### config.mk
export PLATFORM = sky130hd
export DESIGN_NAME = first_fit_free_list_allocator
export DESIGN_NICKNAME = d
export VERILOG_FILES = /design/src/rtl/ffa_pkg.sv /design/src/rtl/ffa_regs.sv /design/src/rtl/ffa_ctrl.sv /design/src/rtl/first_fit_free_list_allocator.sv
export SDC_FILE = /design/constraint.sdc
export NUM_CORES = 2
export LEC_CHECK = 0
export BUFFER_PORTS_ARGS = -buffer_cell sky130_fd_sc_hd__buf_2
export CAP_MARGIN = 15
export CORE_ASPECT_RATIO = 1.5
export CORE_MARGIN = 3
export CORE_UTILIZATION = 33
export CTS_BUF_LIST = sky130_fd_sc_hd__clkbuf_2
export DETAILED_ROUTE_END_ITERATION = 10
export PLACE_DENSITY_LB_ADDON = 0.15
export SLEW_MARGIN = 20
export SYNTH_ARGS = -nofsm -noshare
export SYNTH_HDL_FRONTEND = slang
export SYNTH_HIERARCHICAL = 1
export SYNTH_SLANG_ARGS = --single-unit
### constraint.sdc
create_clock -name clk -period 28.8 [get_ports clk]
set_input_delay 5.76 -clock clk [delete_from_list [all_inputs] [get_ports clk]]
set_output_delay 5.76 -clock clk [all_outputs]
set_load 0.01 [all_outputs]
### src/rtl/ffa_pkg.sv
`default_nettype none
package ffa_pkg;

  localparam int HEAP_BYTES_DEF      = 2048;
  localparam int HEADER_BYTES_DEF    = 16;
  localparam int FREE_LIST_DEPTH_DEF = 32;

  localparam int GRAN_SHIFT = 3;
  localparam int GRAN_BYTES = 8;

  localparam int REQ_W   = 12;
  localparam int OFS_W   = 11;
  localparam int BYTES_W = 12;
  localparam int STAT_W  = 2;
  localparam int LIMIT_W = 12;
  localparam int APB_AW  = 3;
  localparam int APB_DW  = 32;

  localparam logic [LIMIT_W-1:0] HEAP_LIMIT_RST = 12'd2048;

  localparam logic [STAT_W-1:0] ST_OK   = 2'd0;
  localparam logic [STAT_W-1:0] ST_OOM  = 2'd1;
  localparam logic [STAT_W-1:0] ST_FULL = 2'd2;
  localparam logic [STAT_W-1:0] ST_BAD  = 2'd3;

  localparam logic REQ_ALLOC = 1'b0;
  localparam logic REQ_FREE  = 1'b1;

  // register index taken from paddr[2]
  localparam logic [0:0] REG_HEAP_LIMIT = 1'b0;

  typedef struct packed {
    logic               req_type;
    logic [REQ_W-1:0]   request_bytes;
    logic [OFS_W-1:0]   payload_offset;
  } ffa_in_t;

  typedef struct packed {
    logic [STAT_W-1:0]  status;
    logic [OFS_W-1:0]   result_offset;
    logic [BYTES_W-1:0] block_bytes;
  } ffa_out_t;

endpackage
`default_nettype wire

### src/rtl/ffa_regs.sv
`default_nettype none
module ffa_regs (
  input  wire logic                        clk,
  input  wire logic                        rst_n,
  input  wire logic                        psel,
  input  wire logic                        penable,
  input  wire logic                        pwrite,
  input  wire logic [ffa_pkg::APB_AW-1:0]  paddr,
  input  wire logic [ffa_pkg::APB_DW-1:0]  pwdata,
  output logic      [ffa_pkg::APB_DW-1:0]  prdata,
  output logic                             pready,
  output logic      [ffa_pkg::LIMIT_W-1:0] heap_limit
);

  logic [ffa_pkg::LIMIT_W-1:0] heap_limit_r, heap_limit_nxt;
  logic                        hit;
  logic                        wr;

  assign hit    = (paddr[2] == ffa_pkg::REG_HEAP_LIMIT);
  assign wr     = psel && penable && pwrite;
  assign pready = 1'b1;

  always_comb begin
    heap_limit_nxt = heap_limit_r;
    if (wr && hit) begin
      heap_limit_nxt = pwdata[ffa_pkg::LIMIT_W-1:0];
    end
  end

  always_ff @(posedge clk) begin
    if (!rst_n) begin
      heap_limit_r <= ffa_pkg::HEAP_LIMIT_RST;
    end else begin
      heap_limit_r <= heap_limit_nxt;
    end
  end

  always_comb begin
    prdata = '0;
    if (hit) begin
      prdata = ffa_pkg::APB_DW'(heap_limit_r);
    end
  end

  assign heap_limit = heap_limit_r;

endmodule
`default_nettype wire

### src/rtl/ffa_ctrl.sv
`default_nettype none
module ffa_ctrl #(
  parameter int HEAP_BYTES      = ffa_pkg::HEAP_BYTES_DEF,
  parameter int HEADER_BYTES    = ffa_pkg::HEADER_BYTES_DEF,
  parameter int FREE_LIST_DEPTH = ffa_pkg::FREE_LIST_DEPTH_DEF
) (
  input  wire logic                        clk,
  input  wire logic                        rst_n,
  input  wire logic [ffa_pkg::LIMIT_W-1:0] heap_limit,
  input  wire logic                        start,
  output logic                             busy,
  input  wire ffa_pkg::ffa_in_t            in_item,
  output logic                             out_valid,
  output ffa_pkg::ffa_out_t                out_item
);

  localparam int GB     = ffa_pkg::GRAN_BYTES;
  localparam int GS     = ffa_pkg::GRAN_SHIFT;
  localparam int META   = ((HEADER_BYTES + GB - 1) / GB) * GB;
  localparam int GRANULES = HEAP_BYTES / GB;
  localparam int GW     = $clog2(GRANULES);
  localparam int SW     = $clog2(GRANULES + 1);
  localparam int BW     = $clog2(HEAP_BYTES + 1);
  localparam int NEED_W = ffa_pkg::REQ_W + 1;
  localparam int CW     = ((BW > NEED_W) ? BW : NEED_W) + 1;
  localparam int IW     = $clog2(FREE_LIST_DEPTH);
  localparam int NW     = $clog2(FREE_LIST_DEPTH + 1);
  localparam int FEW    = GW + SW;

  localparam logic [2:0] S_CLR   = 3'd0;
  localparam logic [2:0] S_IDLE  = 3'd1;
  localparam logic [2:0] S_FREE  = 3'd2;
  localparam logic [2:0] S_SRCH  = 3'd3;
  localparam logic [2:0] S_SHIFT = 3'd4;
  localparam logic [2:0] S_BUMP  = 3'd5;

  // granule table: {allocated, size in granules}; free list: {start, size}
  logic [SW:0]    gran_mem_r [GRANULES];
  logic [FEW-1:0] flist_mem_r [FREE_LIST_DEPTH];

  logic           gm_we, gm_re;
  logic [GW-1:0]  gm_waddr, gm_raddr;
  logic [SW:0]    gm_wdata, gm_rd_r;
  logic           fm_we, fm_re;
  logic [IW-1:0]  fm_waddr, fm_raddr;
  logic [FEW-1:0] fm_wdata, fm_rd_r;

  logic [2:0]        state_r, state_nxt;
  logic [GW-1:0]     clr_r, clr_nxt;
  logic [NEED_W-1:0] need_r, need_nxt;
  logic [GW-1:0]     gidx_r, gidx_nxt;
  logic              bad_r, bad_nxt;
  logic [IW-1:0]     idx_r, idx_nxt;
  logic [NW-1:0]     cnt_r, cnt_nxt;
  logic [BW-1:0]     brk_r, brk_nxt;
  logic [GW-1:0]     hit_start_r, hit_start_nxt;
  logic [SW-1:0]     hit_size_r, hit_size_nxt;
  logic              out_valid_r, out_valid_nxt;
  ffa_pkg::ffa_out_t out_r, out_nxt;

  logic [NEED_W-1:0] need_raw;
  logic [NEED_W-1:0] need_in;
  logic [CW-1:0]     p_ext, fstart, limit, bump_end, bump_ofs;
  logic              free_bad, oom, fits;
  logic [GW-1:0]     fe_start;
  logic [SW-1:0]     fe_size;
  logic              g_alloc;
  logic [SW-1:0]     g_size;
  ffa_pkg::ffa_out_t reuse_ok;

  assign need_raw = NEED_W'(META) + NEED_W'(in_item.request_bytes) + NEED_W'(GB - 1);
  assign need_in  = {need_raw[NEED_W-1:GS], {GS{1'b0}}};

  assign p_ext    = CW'(in_item.payload_offset);
  assign fstart   = p_ext - CW'(META);
  assign free_bad = (p_ext < CW'(META)) || (fstart[GS-1:0] != '0) ||
                    (fstart >= CW'(brk_r));

  assign limit    = (CW'(heap_limit) < CW'(HEAP_BYTES)) ? CW'(heap_limit) : CW'(HEAP_BYTES);
  assign bump_end = CW'(brk_r) + CW'(need_r);
  assign bump_ofs = CW'(brk_r) + CW'(META);
  assign oom      = (bump_end > limit) || (bump_ofs >= CW'(HEAP_BYTES));

  assign fe_start = fm_rd_r[FEW-1:SW];
  assign fe_size  = fm_rd_r[SW-1:0];
  assign fits     = (CW'(fe_size) << GS) >= CW'(need_r);

  assign g_alloc  = gm_rd_r[SW];
  assign g_size   = gm_rd_r[SW-1:0];

  always_comb begin
    reuse_ok.status        = ffa_pkg::ST_OK;
    reuse_ok.result_offset = ffa_pkg::OFS_W'((CW'(hit_start_r) << GS) + CW'(META));
    reuse_ok.block_bytes   = ffa_pkg::BYTES_W'(CW'(hit_size_r) << GS);
  end

  always_comb begin
    state_nxt     = state_r;
    clr_nxt       = clr_r;
    need_nxt      = need_r;
    gidx_nxt      = gidx_r;
    bad_nxt       = bad_r;
    idx_nxt       = idx_r;
    cnt_nxt       = cnt_r;
    brk_nxt       = brk_r;
    hit_start_nxt = hit_start_r;
    hit_size_nxt  = hit_size_r;
    out_valid_nxt = 1'b0;
    out_nxt       = out_r;
    gm_we    = 1'b0;
    gm_waddr = gidx_r;
    gm_wdata = '0;
    gm_re    = 1'b0;
    gm_raddr = fstart[GW+GS-1:GS];
    fm_we    = 1'b0;
    fm_waddr = idx_r;
    fm_wdata = fm_rd_r;
    fm_re    = 1'b0;
    fm_raddr = idx_r;

    unique case (state_r)
      S_CLR: begin
        gm_we    = 1'b1;
        gm_waddr = clr_r;
        gm_wdata = '0;
        if (clr_r == GW'(GRANULES - 1)) begin
          state_nxt = S_IDLE;
        end else begin
          clr_nxt = clr_r + 1'b1;
        end
      end

      S_IDLE: begin
        if (start) begin
          need_nxt = need_in;
          if (in_item.req_type == ffa_pkg::REQ_FREE) begin
            bad_nxt   = free_bad;
            gidx_nxt  = fstart[GW+GS-1:GS];
            gm_re     = 1'b1;
            state_nxt = S_FREE;
          end else if (cnt_r == '0) begin
            state_nxt = S_BUMP;
          end else begin
            // newest entry first
            fm_re     = 1'b1;
            fm_raddr  = IW'(cnt_r - 1'b1);
            idx_nxt   = IW'(cnt_r - 1'b1);
            state_nxt = S_SRCH;
          end
        end
      end

      S_FREE: begin
        out_valid_nxt = 1'b1;
        state_nxt     = S_IDLE;
        out_nxt       = '0;
        if (bad_r || !g_alloc) begin
          out_nxt.status = ffa_pkg::ST_BAD;
        end else if (cnt_r == NW'(FREE_LIST_DEPTH)) begin
          out_nxt.status = ffa_pkg::ST_FULL;
        end else begin
          gm_we    = 1'b1;
          gm_wdata = {1'b0, g_size};
          fm_we    = 1'b1;
          fm_waddr = IW'(cnt_r);
          fm_wdata = {gidx_r, g_size};
          cnt_nxt  = cnt_r + 1'b1;
          out_nxt.status      = ffa_pkg::ST_OK;
          out_nxt.block_bytes = ffa_pkg::BYTES_W'(CW'(g_size) << GS);
        end
      end

      S_SRCH: begin
        if (fits) begin
          hit_start_nxt = fe_start;
          hit_size_nxt  = fe_size;
          gm_we    = 1'b1;
          gm_waddr = fe_start;
          gm_wdata = {1'b1, fe_size};
          if (NW'(idx_r) + 1'b1 == cnt_r) begin
            cnt_nxt       = cnt_r - 1'b1;
            out_valid_nxt = 1'b1;
            out_nxt.status        = ffa_pkg::ST_OK;
            out_nxt.result_offset = ffa_pkg::OFS_W'((CW'(fe_start) << GS) + CW'(META));
            out_nxt.block_bytes   = ffa_pkg::BYTES_W'(CW'(fe_size) << GS);
            state_nxt     = S_IDLE;
          end else begin
            // close the gap: move newer entries down one slot
            fm_re     = 1'b1;
            fm_raddr  = idx_r + 1'b1;
            state_nxt = S_SHIFT;
          end
        end else if (idx_r == '0) begin
          state_nxt = S_BUMP;
        end else begin
          fm_re    = 1'b1;
          fm_raddr = idx_r - 1'b1;
          idx_nxt  = idx_r - 1'b1;
        end
      end

      S_SHIFT: begin
        fm_we    = 1'b1;
        fm_waddr = idx_r;
        fm_wdata = fm_rd_r;
        if (NW'(idx_r) + NW'(2) == cnt_r) begin
          cnt_nxt       = cnt_r - 1'b1;
          out_valid_nxt = 1'b1;
          out_nxt       = reuse_ok;
          state_nxt     = S_IDLE;
        end else begin
          fm_re    = 1'b1;
          fm_raddr = IW'(NW'(idx_r) + NW'(2));
          idx_nxt  = idx_r + 1'b1;
        end
      end

      S_BUMP: begin
        out_valid_nxt = 1'b1;
        state_nxt     = S_IDLE;
        out_nxt       = '0;
        if (oom) begin
          out_nxt.status = ffa_pkg::ST_OOM;
        end else begin
          gm_we    = 1'b1;
          gm_waddr = brk_r[GW+GS-1:GS];
          gm_wdata = {1'b1, SW'(need_r >> GS)};
          brk_nxt  = brk_r + BW'(need_r);
          out_nxt.status        = ffa_pkg::ST_OK;
          out_nxt.result_offset = ffa_pkg::OFS_W'(bump_ofs);
          out_nxt.block_bytes   = ffa_pkg::BYTES_W'(need_r);
        end
      end

      default: begin
        state_nxt = S_IDLE;
      end
    endcase
  end

  always_ff @(posedge clk) begin
    if (!rst_n) begin
      state_r     <= S_CLR;
      clr_r       <= '0;
      cnt_r       <= '0;
      brk_r       <= BW'(META);
      out_valid_r <= 1'b0;
    end else begin
      state_r     <= state_nxt;
      clr_r       <= clr_nxt;
      cnt_r       <= cnt_nxt;
      brk_r       <= brk_nxt;
      out_valid_r <= out_valid_nxt;
    end
  end

  always_ff @(posedge clk) begin
    need_r      <= need_nxt;
    gidx_r      <= gidx_nxt;
    bad_r       <= bad_nxt;
    idx_r       <= idx_nxt;
    hit_start_r <= hit_start_nxt;
    hit_size_r  <= hit_size_nxt;
    out_r       <= out_nxt;
  end

  always_ff @(posedge clk) begin
    if (gm_we) begin
      gran_mem_r[gm_waddr] <= gm_wdata;
    end
    if (gm_re) begin
      gm_rd_r <= gran_mem_r[gm_raddr];
    end
  end

  always_ff @(posedge clk) begin
    if (fm_we) begin
      flist_mem_r[fm_waddr] <= fm_wdata;
    end
    if (fm_re) begin
      fm_rd_r <= flist_mem_r[fm_raddr];
    end
  end

  assign busy      = (state_r != S_IDLE);
  assign out_valid = out_valid_r;
  assign out_item  = out_r;

endmodule
`default_nettype wire

### src/rtl/first_fit_free_list_allocator.sv
// Free: the granule table entry is read, then checked, and the result is registered.
// Allocate: one free-list memory read per entry searched, and after a hit one
// read/write per entry moved down.
// Next item is accepted in the cycle the result strobe is shown; receiver cannot stall.
// Reset (synchronous, rst_n low) sets break to the header size, clears count and the
// result strobe, then sweeps HEAP_BYTES/8 granule entries (256 by default), busy high.
`default_nettype none
module first_fit_free_list_allocator #(
  parameter int HEAP_BYTES      = ffa_pkg::HEAP_BYTES_DEF,
  parameter int HEADER_BYTES    = ffa_pkg::HEADER_BYTES_DEF,
  parameter int FREE_LIST_DEPTH = ffa_pkg::FREE_LIST_DEPTH_DEF
) (
  input  wire logic                       clk,
  input  wire logic                       rst_n,
  input  wire logic                       start,
  output logic                            busy,
  input  wire ffa_pkg::ffa_in_t           in_item,
  output logic                            out_valid,
  output ffa_pkg::ffa_out_t               out_item,
  input  wire logic                       psel,
  input  wire logic                       penable,
  input  wire logic                       pwrite,
  input  wire logic [ffa_pkg::APB_AW-1:0] paddr,
  input  wire logic [ffa_pkg::APB_DW-1:0] pwdata,
  output logic      [ffa_pkg::APB_DW-1:0] prdata,
  output logic                            pready
);

  logic [ffa_pkg::LIMIT_W-1:0] heap_limit;

  ffa_regs u_regs (
    .clk        (clk),
    .rst_n      (rst_n),
    .psel       (psel),
    .penable    (penable),
    .pwrite     (pwrite),
    .paddr      (paddr),
    .pwdata     (pwdata),
    .prdata     (prdata),
    .pready     (pready),
    .heap_limit (heap_limit)
  );

  ffa_ctrl #(
    .HEAP_BYTES      (HEAP_BYTES),
    .HEADER_BYTES    (HEADER_BYTES),
    .FREE_LIST_DEPTH (FREE_LIST_DEPTH)
  ) u_ctrl (
    .clk        (clk),
    .rst_n      (rst_n),
    .heap_limit (heap_limit),
    .start      (start),
    .busy       (busy),
    .in_item    (in_item),
    .out_valid  (out_valid),
    .out_item   (out_item)
  );

endmodule
`default_nettype wire

==> impl_results.md <==
* Placed cell count at around 11000
* Resized Gates After CTS at 0
* Final Setup Violations at 0
* Area delta synth->final at 10.5%
* DR iter-0 viols at roughly 4800
* Antenna-violating nets left at 0
* Die area at 0.397 sq mm
* CTS Hold Bufs at 0
* Vias in the first global route at 68700
* Buffers on Ports at 75
* Share of layout cells above drive strength 1 at 0.319
* Longest Clk Path Bufs at 4
* Postcts setup bufs at 0
* Worst setup startpoint: paddr[2]
* Maxcap violations at 0
* Clk_skew at between 200 and 250 ps
* Total power at 8280 uW
* H-tree levels at 6
* Number of remaining DRC errors at 0
* Crit path cell chain: buf_2 > and2b_1 > buf_2
* CP delay by family, top: buffers and inverters
* Post-Syn Area at ~0.13 sq mm
* Worst-skew pair later-pin latency at a little under 2000 ps
* DIE HEIGHT at 771 um
* Reg2Reg Setup Slack at 20840 ps
* #FFs+latches synth at 3230
* Least-Margin Pin Slew at about 1200 ps
* Worst path depth at 3
* Worst Setup EP: prdata[9]
* TritonCTS clock tree: yes
* Worst vdd ir at between 30 and 40 uV
* Antenna violations before repair at 18
* Outcome: completed
* EDFF count, synth at roughly 3200
* Fillers at ~36000
* Reg2reg path depth at 23
* Per-cell routed wire length at between 20 and 30 um
* Max-slew violations at 0
* CP max FO at 13
* Clk sink count at 3230
* Final Cycle Share at 0.419
* Slew Limit Headroom at 0.183
* Initial DRT Pass Iterations at 8
* RSZ-0062 raised after global routing: false
* Worst reg2reg startpoint: u_ctrl/need_r[3]$_DFFE_PP_
* Worst EP arrival at 6300 ps
* Syn Inst Count at around 6400
* Share of flip-flops with an asynchronous set or reset at 0
* Vias at about 65000
* First-pass GRT wire length at just over 500000 um
* Core area at between 0.3 and 0.4 sq mm
* Fin Setup TNS at 0 ps
* Post-synthesis sequential area ratio at 0.751
* Reg-to-reg endpoint: u_ctrl/gran_mem_r[179][7]$_DFFE_PP_
* Congestion Overflow GR at 0
* Most Frequent Cell on Critical Path: buf_2
* Clk slew on worst S/H paths at 110 ps
* Type of origin of the critical path: primary input
* CP Capture Type: output pin
* Slowest CP cell: and2b_1
* DRT Wirelength at between 300000 and 400000 um
* Hold WC Path Type: register to register
* Ys flop type: edfxtp_1
* Final Util at 0.366
* Crit path kind: primary input to output pin
* Non-Filler Instances at approximately 13000
* GRT Total Usage at 0.177
* Via-per-instance ratio at ~5.1
* Commonest non-fill, non-tap cell in the layout: edfxtp_1
* Post-Syn Area per Cell at 20.1 sq um
* CTS buffer count at around 760
* Final min period at around 12000 ps
* Worst path max stage delay at about 210 ps
* Row count at 280
* Commonest non-fill, non-tap cells in the layout: 3191 x edfxtp_1, 1081 x clkbuf_2, 840 x mux4_2, 550 x nand2_1, 359 x nor2_1
* Worst Path Buf+Inv at 2
* Top Ports at between 100 and 150
* Fmax at just over 80 MHz
* Final hold violations at 0
* Critical path data required time at 23040 ps
* HPWL after DPL at between 200000 and 250000 um
* GP Congestion at between 0.8 and 0.9
* Largest net degree at the start of global routing at around 190
* PD cells at a little under 60 mW/mm^2
* Distinct cells, synth at ~110
* Yosys warnings at 6
* Root Driver: clkbuf_2
* Die Width at 516 um
* Starting density of the core at 0.332
* Layout net count at between 7000 and 8000
* Leakage power at around 0.040 uW
-- routing by layer --
metal / vias to the layer above / routed length, um / track usage
li1: 27900 / - / -
met1: 34500 / 135000 / 0.207
met3: 618 / 15800 / 0.0282
met2: 1807 / 192000 / 0.323
met5: - / 34 / 0
met4: 6 / 12600 / 0.0661
-- metrics by stage --
stage                     setup slack, ps  hold slack (ps)  area (sq um)
after floorplan                     12920              443        129000
after global placement              15890              454        135000
after detailed placement            15840              463        135000
after CTS                           16740              479        142000
after global routing                16680              502        142000
final                               16740              481        142000
-- cells in the mapped netlist (17+ instances only) --
cell type,count,area share
mux2i_1,103,0.0080
buf_2,77,0.0030
nor2_1,429,0.013
a21oi_1,38,0.0015
o21ai_0,30,0.0012
inv_1,46,0.0013
nor2b_1,22,0.0011
a32oi_1,69,0.0047
nor2_2,19,0.00092
buf_1,54,0.0016
clkbuf_1,183,0.0053
and2_1,18,0.00088
o21a_1,17,0.00099
dfxtp_1,39,0.0061
nor3_1,21,0.00082
nand3_1,133,0.0052
xnor2_1,38,0.0026
edfxtp_1,3191,0.74
nand2_1,556,0.016
ha_1,47,0.0046
mux4_2,840,0.15
nand4_1,40,0.0019
o2111ai_1,33,0.0022
a31oi_1,34,0.0017
buf_6,27,0.0024
xor2_1,19,0.0013
buf_4,40,0.0023
-- cell type report --
type / instances / area (sq um) / share of cell area
Sequential cell: 3230 / 96600 / 0.680
Multi-Input combinational cell: 2765 / 30500 / 0.214
Tap cell: 5076 / 6350 / 0.0447
Clock buffer: 1081 / 5410 / 0.0381
Timing Repair Buffer: 250 / 1830 / 0.0129
Clock inverter: 218 / 1240 / 0.00874
Inverter: 48 / 180 / 0.00127
Antenna cell: 16 / 40.0 / 0.000282
-- registers in the layout, summed over array words and instances (netlist names) --
signal and flops:
u_ctrl/clr_r 8, u_ctrl/gm_rd_r 10, u_regs/heap_limit 12, u_ctrl/gidx_r 8, u_ctrl/fm_rd_r 17, u_ctrl/hit_start_r 8
u_ctrl/flist_mem_r 544, u_ctrl/gran_mem_r 2560, u_ctrl/bad_r 1, u_ctrl/brk_r 9, u_ctrl/out_valid 1, u_ctrl/idx_r 5
u_ctrl/out_item 19, u_ctrl/cnt_r 6, u_ctrl/hit_size_r 9, u_ctrl/state_r 3, u_ctrl/need_r 10
-- power by group --
part           internal (uW)  switching [uW]
Clock                   1120            1800
Sequential              5080            1.82
Combinational            106             166
-- worst min path at each step --
stage / startpoint / to / slack, ps / cells past startpoint
floorplan: u_regs/heap_limit[0]$_SDFFE_PN0P_ / u_regs/heap_limit[0]$_SDFFE_PN0P_ / 440 / 2
global placement: u_regs/heap_limit[0]$_SDFFE_PN0P_ / u_regs/heap_limit[0]$_SDFFE_PN0P_ / 450 / 2
detailed placement: u_regs/heap_limit[8]$_SDFFE_PN0P_ / u_regs/heap_limit[8]$_SDFFE_PN0P_ / 460 / 2
CTS: u_regs/heap_limit[8]$_SDFFE_PN0P_ / u_regs/heap_limit[8]$_SDFFE_PN0P_ / 480 / 2
global route: u_regs/heap_limit[2]$_SDFFE_PN0P_ / u_regs/heap_limit[2]$_SDFFE_PN0P_ / 500 / 2
finish: u_regs/heap_limit[8]$_SDFFE_PN0P_ / u_regs/heap_limit[8]$_SDFFE_PN0P_ / 480 / 2
-- worst reg2reg max path: stages (launching register included) --
cell       delay, ps
edfxtp_1         540
ha_1             280
inv_1             70
fa_1             210
nor2b_1           60
o21ai_0          230
a21boi_1         130
o21ai_0          420
nand2_1          160
a21o_2           240
a21oi_1          190
xnor2_1          140
ha_1             340
nand2_1           50
or4_1            520
nand2_1          170
o2111ai_2        210
nor4_4           250
buf_4            320
nand2_1          170
nand3_4          400
buf_4            720
buf_4            710
buf_4            890
-- kinds of logic (layout without fill, tap and decap cells) --
logic type / after synthesis / after routing / synth area share
buffers and inverters: 432 / 1597 / 0.0163
other: 3 / 43 / 0.0000875
adder cells (fa/ha/maj): 48 / 48 / 0.00473
AND/OR/NAND/NOR: 1344 / 1344 / 0.0478
flip-flops: 3230 / 3230 / 0.751
AO/OA/AOI/OAI: 344 / 344 / 0.0207
multiplexers: 944 / 944 / 0.155
XOR/XNOR: 58 / 58 / 0.00406
(Power assumes the default switching activity.)
